File: src/integer_alu_mul_div_unit_top_assert.svh
// Assertion macros for the integer execute unit
`ifndef INTEGER_ALU_MUL_DIV_UNIT_TOP_ASSERT_SVH
`define INTEGER_ALU_MUL_DIV_UNIT_TOP_ASSERT_SVH
// Check that a condition implies a consequence in the same cycle
`define IAMD_ASSERT_IMP(label, ante, cons) \
    label: assert property (@(posedge clk) disable iff (!rst_n) (ante) |-> (cons)) \
        else $error("assertion failed");
// Check that a condition implies a consequence in the next cycle
`define IAMD_ASSERT_NEXT(label, ante, cons) \
    label: assert property (@(posedge clk) disable iff (!rst_n) (ante) |=> (cons)) \
        else $error("assertion failed");
`endif

File: src/iamd_pkg.sv
// Shared types and constants of the integer execute unit
`default_nettype none
package iamd_pkg;
    localparam int DataW   = 32;
    localparam int QDepth  = 2;
    localparam int DivSteps = 32;

    typedef enum logic [3:0] {
        MODE_ADD    = 4'd0,
        MODE_SUB    = 4'd1,
        MODE_MULS   = 4'd2,
        MODE_MULU   = 4'd3,
        MODE_DIVS   = 4'd4,
        MODE_DIVU   = 4'd5,
        MODE_CLZ    = 4'd6,
        MODE_CLO    = 4'd7,
        MODE_GETB   = 4'd8,
        MODE_SETB   = 4'd9,
        MODE_SEXT16 = 4'd10,
        MODE_ZEXT16 = 4'd11
    } mode_t;

    // Operation classes decided by the front end
    typedef enum logic [1:0] {
        CLS_SIMPLE = 2'd0,
        CLS_MUL    = 2'd1,
        CLS_DIV    = 2'd2
    } cls_t;

    // Classified request carried from the front end to the back end
    typedef struct packed {
        cls_t             cls;
        logic [DataW-1:0] a;      // magnitude for divide, raw for multiply
        logic [DataW-1:0] b;
        logic             neg_q;  // negate quotient
        logic             neg_r;  // negate remainder
        logic             sgn;    // signed multiply
        logic             zero;   // divide by zero
        logic [DataW-1:0] lo;     // precomputed result of simple modes
        logic             ovf;
    } req_t;
endpackage
`default_nettype wire

File: src/iamd_front.sv
// Front end: accept a request, compute simple modes, prepare mul/div operands
`default_nettype none
module iamd_front (
    input  wire logic                      clk,
    input  wire logic                      rst_n,
    input  wire logic                      in_valid,
    output logic                           in_ready,
    input  wire logic [3:0]                mode,
    input  wire logic [iamd_pkg::DataW-1:0] operand_a,
    input  wire logic [iamd_pkg::DataW-1:0] operand_b,
    input  wire logic [1:0]                byte_index,
    input  wire logic [7:0]                byte_value,
    output iamd_pkg::req_t                 q_data,
    output logic                           q_valid,
    input  wire logic                      q_ready
);
    import iamd_pkg::*;

    req_t   slot_reg [QDepth];
    logic   wr_ptr_reg, rd_ptr_reg;
    logic [1:0] cnt_reg;
    req_t   req;
    logic [DataW-1:0] sum, diff;
    logic [5:0] lz_a, lz_na;
    logic [4:0] sh;
    logic   push, pop;

    // Count leading zeros through a priority scan
    function automatic logic [5:0] lead_zeros(input logic [DataW-1:0] v);
        logic [5:0] n;
        n = 6'd32;
        for (int i = 0; i < DataW; i++)
        begin
            if (v[i])
            begin
                n = 6'(DataW - 1 - i);
            end
        end
        return n;
    endfunction

    assign sum   = operand_a + operand_b;
    assign diff  = operand_a - operand_b;
    assign lz_a  = lead_zeros(operand_a);
    assign lz_na = lead_zeros(~operand_a);
    assign sh    = {byte_index, 3'b000};

    // Classify the request
    always_comb
    begin
        req       = '0;
        req.cls   = CLS_SIMPLE;
        req.a     = operand_a;
        req.b     = operand_b;
        case (mode)
            MODE_ADD:
            begin
                req.lo  = sum;
                req.ovf = ~(operand_a[31] ^ operand_b[31]) & (operand_a[31] ^ sum[31]);
            end
            MODE_SUB:
            begin
                req.lo  = diff;
                req.ovf = (operand_a[31] ^ operand_b[31]) & (operand_a[31] ^ diff[31]);
            end
            MODE_MULS, MODE_MULU:
            begin
                req.cls = CLS_MUL;
                req.sgn = (mode == MODE_MULS);
            end
            MODE_DIVS:
            begin
                req.cls   = CLS_DIV;
                req.a     = operand_a[31] ? -operand_a : operand_a;
                req.b     = operand_b[31] ? -operand_b : operand_b;
                req.neg_q = operand_a[31] ^ operand_b[31];
                req.neg_r = operand_a[31];
                req.zero  = (operand_b == '0);
            end
            MODE_DIVU:
            begin
                req.cls  = CLS_DIV;
                req.zero = (operand_b == '0);
            end
            MODE_CLZ:    req.lo = {26'd0, lz_a};
            MODE_CLO:    req.lo = {26'd0, lz_na};
            MODE_GETB:   req.lo = {24'd0, 8'(operand_a >> sh)};
            MODE_SETB:   req.lo = (operand_a & ~(32'hff << sh)) | ({24'd0, byte_value} << sh);
            MODE_SEXT16: req.lo = {{16{operand_a[15]}}, operand_a[15:0]};
            MODE_ZEXT16: req.lo = {16'd0, operand_a[15:0]};
            default:     req.lo = '0;
        endcase
    end

    assign in_ready = (cnt_reg != 2'(QDepth));
    assign push     = in_valid && in_ready;
    assign q_valid  = (cnt_reg != 2'd0);
    assign pop      = q_valid && q_ready;
    assign q_data   = slot_reg[rd_ptr_reg];

    // Write queue slots
    always_ff @(posedge clk)
    begin
        if (push)
        begin
            slot_reg[wr_ptr_reg] <= req;
        end
    end

    // Advance queue pointers
    always_ff @(posedge clk or negedge rst_n)
    begin
        if (!rst_n)
        begin
            wr_ptr_reg <= 1'b0;
            rd_ptr_reg <= 1'b0;
            cnt_reg    <= 2'd0;
        end
        else
        begin
            if (push)
            begin
                wr_ptr_reg <= ~wr_ptr_reg;
            end
            if (pop)
            begin
                rd_ptr_reg <= ~rd_ptr_reg;
            end
            cnt_reg <= cnt_reg + 2'(push) - 2'(pop);
        end
    end
endmodule
`default_nettype wire

File: config.mk
export PLATFORM = sky130hd
export DESIGN_NAME = iamd_front
export DESIGN_NICKNAME = d
export VERILOG_FILES = /design/src/integer_alu_mul_div_unit_top_assert.svh /design/src/iamd_pkg.sv /design/src/iamd_front.sv
export SDC_FILE = /design/constraint.sdc
export NUM_CORES = 1
export LEC_CHECK = 0
export BUFFER_PORTS_ARGS = -buffer_cell sky130_fd_sc_hd__buf_2
export CORE_MARGIN = 2
export CORE_UTILIZATION = 55
export DETAILED_ROUTE_END_ITERATION = 10
export HOLD_SLACK_MARGIN = 0.02
export PLACE_DENSITY = 0.74
export SYNTH_ARGS = -nofsm -noshare
export SYNTH_HDL_FRONTEND = slang
export SYNTH_SLANG_ARGS = --single-unit
File: constraint.sdc
create_clock -name clk -period 7.4 [get_ports clk]
set_clock_uncertainty 0.15 [all_clocks]
set_input_delay 1.48 -clock clk [delete_from_list [all_inputs] [get_ports clk]]
set_output_delay 1.48 -clock clk [all_outputs]
set_load 0.01 [all_outputs]
==> impl_metrics.env, run 1 <==
export IMPL_netlist_instances=1316
export IMPL_holdBufCountCts=0
export IMPL_dp_hpwl_um=30800
export IMPL_post_route_drc_count=0
export IMPL_pre_cts_slack_ns=2.25
export IMPL_cts_resized=0
export IMPL_rows=58
export IMPL_worst_slew_pin_slew_ns=1.11
export IMPL_dieArea_um2=26800
export IMPL_slowest_delay_ns=0.44
export IMPL_yosysWarnings=0
export IMPL_syn_nets=1471
export IMPL_pin_count=187
export IMPL_ys_flop_type="edfxtp_1"
export IMPL_yosysSeqAreaShare_pct=44.8
export IMPL_clkTransAtPathRegs_ns=0.06
export IMPL_portBuffers=186
export IMPL_die_y_um=164
export IMPL_ys_types=85
export IMPL_layout_cells_non_filler=1799
export IMPL_crit_buf_inv=1
export IMPL_cts_root_buffer="clkbuf_16"
export IMPL_holdWs_ns=0.354
export IMPL_finalWorstSetupSlack_ns=2.70
export IMPL_path_delay_family="compound AO/OA/AOI/OAI gates"
export IMPL_grt_pass1_wl_um=62500
export IMPL_crit_path_end_kind="flip-flop"
export IMPL_wl_per_cell_um=23.2
export IMPL_fp_dieW_um=164
export IMPL_post_cts_buffers=0
export IMPL_gp_congestion=0.963
export IMPL_leakage_nw=5.98
export IMPL_largest_reg_flops=206
export IMPL_required_ns=7.51
export IMPL_clkSinkCount=210
export IMPL_grt_antenna_before_repair=2
export IMPL_period_needed_ns=4.70
export IMPL_path_class="in -> reg"
export IMPL_antennaDiodeCount=0
export IMPL_clk_latency_ns=0.51
export IMPL_worstPathMaxFanout=11
export IMPL_coreArea_um2=25100
export IMPL_drt_antenna_violating_nets=0
export IMPL_dr_total_vias=11615
export IMPL_async_flop_share_pct=1.90
export IMPL_fin_nets=1608
export IMPL_status="completed"
export IMPL_place_area_um2=15100
export IMPL_crit_top_cell="o31ai_1"
export IMPL_cp_slowest_cell="o311ai_1"
export IMPL_globalRouteOverflowTotal=0
export IMPL_viasPerCell=6.46
export IMPL_relSlewSlack_pct=25.5
export IMPL_rsz0062_at_grt="false"
export IMPL_ir_worst_vdd_mv=0.231
export IMPL_cts_tree="yes"
export IMPL_dr_pass1_iters=6
export IMPL_drive_gt1_share_pct=25.1
export IMPL_final_area_um2=15900
export IMPL_synth_seq_cells=210
export IMPL_synth_edff_count=206
export IMPL_critical_path_cell_chain="buf_2 > ha_1 > fa_1 > nor2b_1 > o311ai_1 > a221oi_1 > o31ai_1 > nand3_1 > a31oi_1 > o31ai_1 > a221o_1 > a21o_1"
export IMPL_post_route_period_util_pct=63.5
export IMPL_area_growth_pct=13.0
export IMPL_syn_area_um2=14000
export IMPL_worstHoldPathType="reg -> reg"
export IMPL_grt_use_total_pct=30.4
export IMPL_tns_ns=0
export IMPL_finalSetupViolCount=0
export IMPL_maxSlewViolCount=0
export IMPL_grt_max_degree=67
export IMPL_h_tree_depth=1
export IMPL_drtIter0Drc=1146
export IMPL_worst_ep_arrival_time_ns=4.81
export IMPL_start_util_pct=55.9
export IMPL_syn_avg_cell_area_um2=10.7
export IMPL_grt_pass1_vias=11086
export IMPL_max_cap_violations=0
export IMPL_cp_start_kind="primary input"
export IMPL_hold_viol=0
export IMPL_power_density_nw_per_um2=275
export IMPL_filler_cell_count=2060
export IMPL_dp_cells=1759
export IMPL_wl_um=41800
export IMPL_cts_buffers=22
export IMPL_cts_buffer_depth=3
export IMPL_max_freq_mhz=213
==> through the flow <==
step / utilization [%] / power, mW
finish: 63.1 / 4.36
global route: 63.1 / 4.57
CTS: 63.1 / 4.40
detailed placement: 60.3 / 3.30
global placement: 60.3 / 3.28
floorplan: - / 2.78
==> final timing paths <==
kind / slack, ns / depth (start not counted) / from / to
max in group asynchronous: 6.36 / 1 / rst_n / rd_ptr_reg$_DFFE_PN0P_
worst min-delay path: 0.35 / 1 / cnt_reg[1]$_DFF_PN0_ / cnt_reg[1]$_DFF_PN0_
min in group asynchronous: 0.61 / 1 / rst_n / rd_ptr_reg$_DFFE_PN0P_
worst max register to register: 4.88 / 3 / cnt_reg[1]$_DFF_PN0_ / slot_reg[1][61]$_DFFE_PP_
worst max-delay path: 2.70 / 12 / operand_a[0] / slot_reg[1][29]$_DFFE_PP_
worst min register to register: 0.35 / 1 / cnt_reg[1]$_DFF_PN0_ / cnt_reg[1]$_DFF_PN0_
==> Yosys cell counts (5+ instances only) <==
master / n / share of area [%]
o211ai_1: 12 / 0.64
or3_1: 6 / 0.27
nor2_1: 79 / 2.1
o31ai_1: 21 / 1.1
o21ai_0: 73 / 2.6
o21ai_1: 8 / 0.29
o21bai_1: 19 / 1.0
mux2i_1: 16 / 1.1
nor4_1: 13 / 0.58
nand3_1: 26 / 0.93
nor2b_1: 11 / 0.49
mux4_2: 8 / 1.3
a21boi_0: 6 / 0.32
mux2_2: 103 / 8.3
buf_1: 8 / 0.21
and3_1: 7 / 0.31
a21o_1: 11 / 0.59
inv_1: 74 / 2.0
a211oi_1: 9 / 0.48
o221ai_1: 9 / 0.56
ha_1: 71 / 6.3
xor2_1: 5 / 0.31
a31oi_1: 19 / 0.85
nand2_1: 74 / 2.0
nor3_1: 31 / 1.1
a221o_1: 10 / 0.71
nand2b_1: 17 / 0.76
clkbuf_1: 68 / 1.8
xnor2_1: 61 / 3.8
and2_1: 5 / 0.22
o22ai_1: 12 / 0.53
nand4_1: 16 / 0.71
o21a_1: 8 / 0.43
edfxtp_1: 206 / 44
a22oi_1: 10 / 0.53
o41ai_1: 10 / 0.62
a21oi_1: 69 / 2.5
a221oi_1: 14 / 0.87
==> power by group <==
group          internal, mW  switching (mW)
combinational         0.642           0.871
sequential             1.65           0.109
clock                 0.637           0.451
total                  2.93            1.43
==> routing by layer <==
layer | track usage [%] | up-vias | wire (um)
li1 | - | 5315 | -
met1 | 39.2 | 5621 | 16600
met2 | 51.6 | 552 | 20200
met3 | 4.57 | 123 | 3320
met4 | 12.0 | 4 | 1610
met5 | 0 | - | 21
==> cell families (layout without fill, tap and decap cells) <==
| logic type | after synthesis | after routing | share of synthesized area (%) |
|---|---|---|---|
| AO/OA/AOI/OAI | 376 | 376 | 18.6 |
| XOR/XNOR | 66 | 66 | 4.12 |
| adder cells (fa/ha/maj) | 73 | 73 | 6.61 |
| buffers and inverters | 155 | 308 | 4.21 |
| flip-flops | 210 | 210 | 44.8 |
| multiplexers | 127 | 127 | 10.7 |
| AND/OR/NAND/NOR | 309 | 309 | 11.0 |
==> final cells by class <==
| class | instances | area, um^2 | share of cell area [%] |
|---|---|---|---|
| clock buffer | 27 | 591 | 3.73 |
| sequential | 210 | 6290 | 39.7 |
| inverter | 74 | 278 | 1.75 |
| clock inverter | 13 | 115 | 0.726 |
| multi-input combinational | 951 | 7180 | 45.3 |
| tap | 330 | 413 | 2.60 |
| timing repair buffer | 194 | 991 | 6.25 |
==> cells in the final DEF (no fill, tap or decap), drive strengths merged, types with 22 or more instances in the layout <==
master,count
ha,71
o21ai,81
nand3,26
nor3,31
a21oi,70
clkbuf,27
xnor2,61
mux2,103
nor2,80
o31ai,22
inv,75
nand2,74
buf,194
edfxtp,206
No activity file was read; power rests on OpenSTA's default activity.
==> run 2, diff against run 1 <==
--- a/config.mk
+++ b/config.mk
@@ -7,7 +7,7 @@
 export LEC_CHECK = 0
 export BUFFER_PORTS_ARGS = -buffer_cell sky130_fd_sc_hd__buf_2
 export CORE_MARGIN = 2
-export CORE_UTILIZATION = 55
+export CORE_UTILIZATION = 53
 export DETAILED_ROUTE_END_ITERATION = 10
 export HOLD_SLACK_MARGIN = 0.02
 export PLACE_DENSITY = 0.74
==> constraint.sdc (replaced) <==
create_clock -name clk -period 4.01 [get_ports clk]
set_clock_uncertainty 0.15 [all_clocks]
set_input_delay 0.802 -clock clk [delete_from_list [all_inputs] [get_ports clk]]
set_output_delay 0.802 -clock clk [all_outputs]
set_load 0.01 [all_outputs]
==> impl_metrics.env, run 2 (synthesis results as in run 1) <==
export IMPL_cts_buffer_depth=3
export IMPL_rows=59
export IMPL_portBuffers=186
export IMPL_grt_max_degree=104
export IMPL_post_route_period_util_pct=90.7
export IMPL_finalSetupViolCount=0
export IMPL_maxSlewViolCount=0
export IMPL_clk_latency_ns=0.51
export IMPL_cts_tree="yes"
export IMPL_coreArea_um2=26100
export IMPL_drive_gt1_share_pct=29.9
export IMPL_finalPower_mw=8.15
export IMPL_viasPerCell=6.27
export IMPL_power_density_nw_per_um2=490
export IMPL_required_ns=4.12
export IMPL_pin_count=187
export IMPL_dr_total_vias=11946
export IMPL_worst_ep_arrival_time_ns=3.75
export IMPL_final_common_cell="edfxtp_1"
export IMPL_dp_hpwl_um=32800
export IMPL_clkSinkCount=210
export IMPL_globalRouteOverflowTotal=0
export IMPL_clkTransAtPathRegs_ns=0.06
export IMPL_wl_per_cell_um=22.8
export IMPL_period_needed_ns=3.64
export IMPL_cts_root_buffer="clkbuf_16"
export IMPL_layout_common_cells="edfxtp_1 (206), buf_2 (186), buf_4 (106)"
export IMPL_h_tree_depth=1
export IMPL_area_growth_pct=18.6
export IMPL_ir_worst_vdd_mv=0.764
export IMPL_post_route_util_pct=63.9
export IMPL_antennaDiodeCount=0
export IMPL_worstHoldPathType="reg -> reg"
export IMPL_gp_congestion=0.969
export IMPL_grt_pass1_vias=11858
export IMPL_crit_path_end_kind="flip-flop"
export IMPL_dr_pass1_iters=5
export IMPL_crit_top_cell="o31ai_1"
export IMPL_rrSetupSlack_ns=1.94
export IMPL_worstPathMaxFanout=3
export IMPL_hold_viol=0
export IMPL_dieArea_um2=27800
export IMPL_worst_slew_pin_slew_ns=0.786
export IMPL_start_util_pct=53.9
export IMPL_rsz0062_at_grt="false"
export IMPL_slowest_delay_ns=0.39
export IMPL_max_cap_violations=0
export IMPL_fp_dieW_um=167
export IMPL_critical_path_cell_chain="buf_2 > ha_1 > fa_1 > nor2b_1 > o311ai_1 > buf_4 > a221oi_1 > o31ai_1 > nand3_1 > a31oi_1 > o31ai_1 > a221o_1 > a21o_1"
export IMPL_path_class="in -> reg"
export IMPL_grt_antenna_before_repair=1
export IMPL_die_y_um=167
export IMPL_leakage_nw=6.48
export IMPL_max_freq_mhz=275
export IMPL_grt_use_total_pct=30.4
export IMPL_cp_start_kind="primary input"
export IMPL_cp_slowest_cell="fa_1"
export IMPL_cts_buffers=23
export IMPL_grt_pass1_wl_um=66100
export IMPL_dp_cells=1865
export IMPL_post_route_drc_count=0
export IMPL_drt_antenna_violating_nets=0
export IMPL_wl_um=43400
export IMPL_layout_cells_non_filler=1905
export IMPL_largest_reg_flops=206
export IMPL_fin_nets=1711
export IMPL_status="completed"
export IMPL_relSlewSlack_pct=47.1
export IMPL_drtIter0Drc=1014
-- run 2: cell count changes in the layout (fill, tap and decap cells not counted) --
cell,delta
clkbuf_1,+3
clkinv_1,-4
clkinv_2,-1
buf_12,+3
clkinv_4,+2
dlygate4sd3_1,+1
buf_4,+98
bufinv_16,-1
-- run 2: worst paths after layout --
kind / start / to / depth (start not counted)
max: operand_a[0] / slot_reg[0][29]$_DFFE_PP_ / 13
min: cnt_reg[1]$_DFF_PN0_ / cnt_reg[1]$_DFF_PN0_ / 1
max reg2reg: cnt_reg[1]$_DFF_PN0_ / slot_reg[1][63]$_DFFE_PP_ / 3
min reg2reg: cnt_reg[1]$_DFF_PN0_ / cnt_reg[1]$_DFF_PN0_ / 1
max in group asynchronous: rst_n / rd_ptr_reg$_DFFE_PN0P_ / 2
min in group asynchronous: rst_n / rd_ptr_reg$_DFFE_PN0P_ / 2
-- run 2: power by group --
| group | switching, mW | internal, mW |
|---|---|---|
| logic | 1.72 | 1.30 |
| registers | 0.122 | 3.05 |
| clock network | 0.832 | 1.12 |
-- run 2: timing repair --
action,in CTS,in global routing
gates resized for setup,0,0
hold buffers,1,0
hold endpoints to repair,4,0
setup buffers,0,0
-- run 2: metal layers --
metal,vias to the layer above,part of all wire (%),global-route usage (%)
met5,-,0.030,0
met4,2,4.8,13.8
met3,130,7.9,5.89
met2,554,48,51.0
met1,5762,39,38.2
li1,5498,-,-
-- run 2: layout make-up --
| type | count | area, um^2 |
|---|---|---|
| tap | 335 | 419 |
| clock inverter | 9 | 82.6 |
| timing repair buffer | 296 | 1800 |
| clock buffer | 30 | 602 |
| fill | 2074 | 9410 |
| inverter | 74 | 278 |
| multi-input combinational | 951 | 7180 |
| sequential | 210 | 6290 |
-- run 2: critical path, delay by kind of cell --
kind / cells / cell delay [ns]
AO/OA/AOI/OAI: 7 / 1.66
AND/OR/NAND/NOR: 2 / 0.35
buffers and inverters: 2 / 0.30
adder cells (fa/ha/maj): 2 / 0.61
-- run 2: stage by stage --
| step | area, um^2 | worst slack (ns) | setup TNS [ns] | hold slack (ns) |
|---|---|---|---|---|
| 6_report | 16600 | 0.371 | 0 | 0.348 |
| 2_1_floorplan | 14000 | 0.163 | 0 | 0.310 |
| 3_3_place_gp | 16000 | -0.0194 | -0.0387 | 0.327 |
| 5_1_grt | 16600 | 0.187 | 0 | 0.389 |
| 3_5_place_dp | 16000 | -0.130 | -0.391 | 0.347 |
| 4_1_cts | 16600 | 0.395 | 0 | 0.357 |
==> run 3, diff against run 2 <==
--- a/config.mk
+++ b/config.mk
@@ -6,7 +6,7 @@
 export NUM_CORES = 1
 export LEC_CHECK = 0
 export BUFFER_PORTS_ARGS = -buffer_cell sky130_fd_sc_hd__buf_2
-export CORE_MARGIN = 2
+export CORE_ASPECT_RATIO = 1.4
 export CORE_UTILIZATION = 53
 export DETAILED_ROUTE_END_ITERATION = 10
 export HOLD_SLACK_MARGIN = 0.02
==> impl_metrics.env, run 3 (synthesis results as in run 1) <==
export IMPL_status="complete, but fails checks"
export IMPL_violations="design-rule violations"
export IMPL_pin_count=187
export IMPL_ir_worst_vdd_mv=0.461
export IMPL_fin_nets=1734
export IMPL_worstHoldPathType="reg -> reg"
export IMPL_place_area_um2=16100
export IMPL_portBuffers=186
export IMPL_required_ns=4.12
export IMPL_multi_input_comb_area_um2=7180
export IMPL_fp_dieW_um=140
export IMPL_drive_gt1_share_pct=31.1
export IMPL_largest_reg_flops=206
export IMPL_max_cap_violations=0
export IMPL_wl_um=42700
export IMPL_final_common_cell="edfxtp_1"
export IMPL_cp_start_kind="primary input"
export IMPL_layout_cells_non_filler=1922
export IMPL_worst_slew_pin_slew_ns=0.923
export IMPL_maxSlewViolCount=0
export IMPL_wl_per_cell_um=22.2
export IMPL_drt_antenna_violating_nets=0
export IMPL_clockPowerShare_pct=24.3
export IMPL_relSlewSlack_pct=38.0
export IMPL_dr_pass1_iters=8
export IMPL_pre_cts_slack_ns=-0.138
export IMPL_max_freq_mhz=273
export IMPL_cts_root_buffer="clkbuf_16"
export IMPL_crit_path_end_kind="flip-flop"
export IMPL_hold_viol=0
export IMPL_period_needed_ns=3.66
export IMPL_dr_total_vias=12038
export IMPL_gp_congestion=0.962
export IMPL_worst_ep_arrival_time_ns=3.77
export IMPL_leakage_nw=6.59
export IMPL_seq_area_um2=6290
export IMPL_cts_buffer_depth=3
export IMPL_grt_use_total_pct=31.1
export IMPL_worstPathMaxFanout=6
export IMPL_start_util_pct=53.8
export IMPL_p_seq_share_pct=39.2
export IMPL_drtIter0Drc=992
export IMPL_power_density_nw_per_um2=486
export IMPL_area_growth_pct=20.0
export IMPL_finalPower_mw=8.19
export IMPL_holdWs_ns=0.345
export IMPL_coreArea_um2=26100
export IMPL_swShare_pct=33.0
export IMPL_dieArea_um2=27100
export IMPL_h_tree_depth=1
export IMPL_clkSinkCount=210
export IMPL_grt_pass1_vias=11741
export IMPL_post_route_period_util_pct=91.2
export IMPL_finalWorstSetupSlack_ns=0.352
export IMPL_viasPerCell=6.26
export IMPL_p_int_mw=5.48
export IMPL_rsz0062_at_grt="false"
export IMPL_grt_antenna_before_repair=3
export IMPL_p_comb_share_pct=36.5
export IMPL_p_sw_mw=2.70
export IMPL_dp_cells=1878
export IMPL_final_area_um2=16800
export IMPL_cts_tree="yes"
export IMPL_filler_cell_count=2092
export IMPL_rows=70
export IMPL_post_route_drc_count=1
export IMPL_grt_max_degree=104
export IMPL_grt_pass1_wl_um=65000
export IMPL_path_class="in -> reg"
export IMPL_die_y_um=195
export IMPL_dp_hpwl_um=32200
export IMPL_clk_latency_ns=0.52
export IMPL_globalRouteOverflowTotal=0
export IMPL_finalSetupViolCount=0
export IMPL_layout_common_cells="edfxtp_1 (206), buf_2 (186), buf_4 (130)"
export IMPL_cts_buffers=22
export IMPL_clkTransAtPathRegs_ns=0.06
run 3: cell types whose count changed in the layout (fill, tap and decap cells not counted), sizes merged:
cell / before / now
buf: 295 / 319
clkbuf: 30 / 26
diode: 0 / 3
clkinv: 6 / 7
clkinvlp: 1 / 4
inv: 75 / 76
run 3: critical path: stages:
cell,delay [ns]
buf_2,0.10
inv_1,0.05
ha_1,0.36
nor4_2,0.31
nand2b_1,0.18
a2111oi_2,0.42
a211oi_2,0.14
buf_4,0.17
o41ai_2,0.42
o22ai_2,0.17
o31ai_4,0.24
xnor2_1,0.10
a221o_1,0.32
run 3: metrics by stage:
stage	utilization (%)	setup TNS, ns
3_3_place_gp	61.7	-0.751
5_1_grt	64.5	0
4_1_cts	64.5	0
3_5_place_dp	61.7	-1.43
2_1_floorplan	-	0
6_report	64.5	0
run 3: path summary, 6_finish.rpt:
kind	startpoint	end	slack, ns	cells after the start
max in group asynchronous	rst_n	rd_ptr_reg$_DFFE_PN0P_	3.10	2
worst min register to register	cnt_reg[1]$_DFF_PN0_	cnt_reg[1]$_DFF_PN0_	0.35	1
worst max-delay path	operand_b[14]	slot_reg[0][32]$_DFFE_PP_	0.35	13
worst min-delay path	cnt_reg[1]$_DFF_PN0_	cnt_reg[1]$_DFF_PN0_	0.35	1
worst max register to register	cnt_reg[1]$_DFF_PN0_	slot_reg[1][10]$_DFFE_PP_	1.88	3
min in group asynchronous	rst_n	rd_ptr_reg$_DFFE_PN0P_	0.47	2
run 3: area by class of cell:
cell class                      count  share of cell area, %
Sequential cell                   210                   37.4
Antenna cell                        3                 0.0446
Clock buffer                       26                   3.49
Timing Repair Buffer              320                   11.7
Inverter                           74                   1.65
Tap cell                          324                   2.41
Multi-Input combinational cell    951                   42.6
Clock inverter                     14                  0.684
run 3: power groups by stage:
| stage | sequential, mW | combinational [mW] | clock [mW] |
|---|---|---|---|
| global route | 3.25 | 3.21 | 2.09 |
| CTS | 3.22 | 3.00 | 2.02 |
| floorplan | 3.19 | 1.90 | 0 |
| finish | 3.21 | 2.98 | 1.99 |
| global placement | 3.23 | 2.96 | 0 |
| detailed placement | 3.26 | 2.98 | 0 |
run 3: per-layer routing:
metal  part of all wire (%)  global-route usage (%)
met1                     39                    38.1
met2                     50                    54.3
met3                    6.4                    3.40
met4                    5.2                    15.8
met5                      0                       0
run 3: repair_timing:
| action | 4_1_cts | 5_1_grt |
|---|---|---|
| gates resized for setup | 0 | 0 |
| buffers inserted | 0 | 0 |
| setup endpoints to repair | 0 | 0 |
| endpoints found under the hold margin | 4 | 0 |
| hold buffers | 1 | 0 |
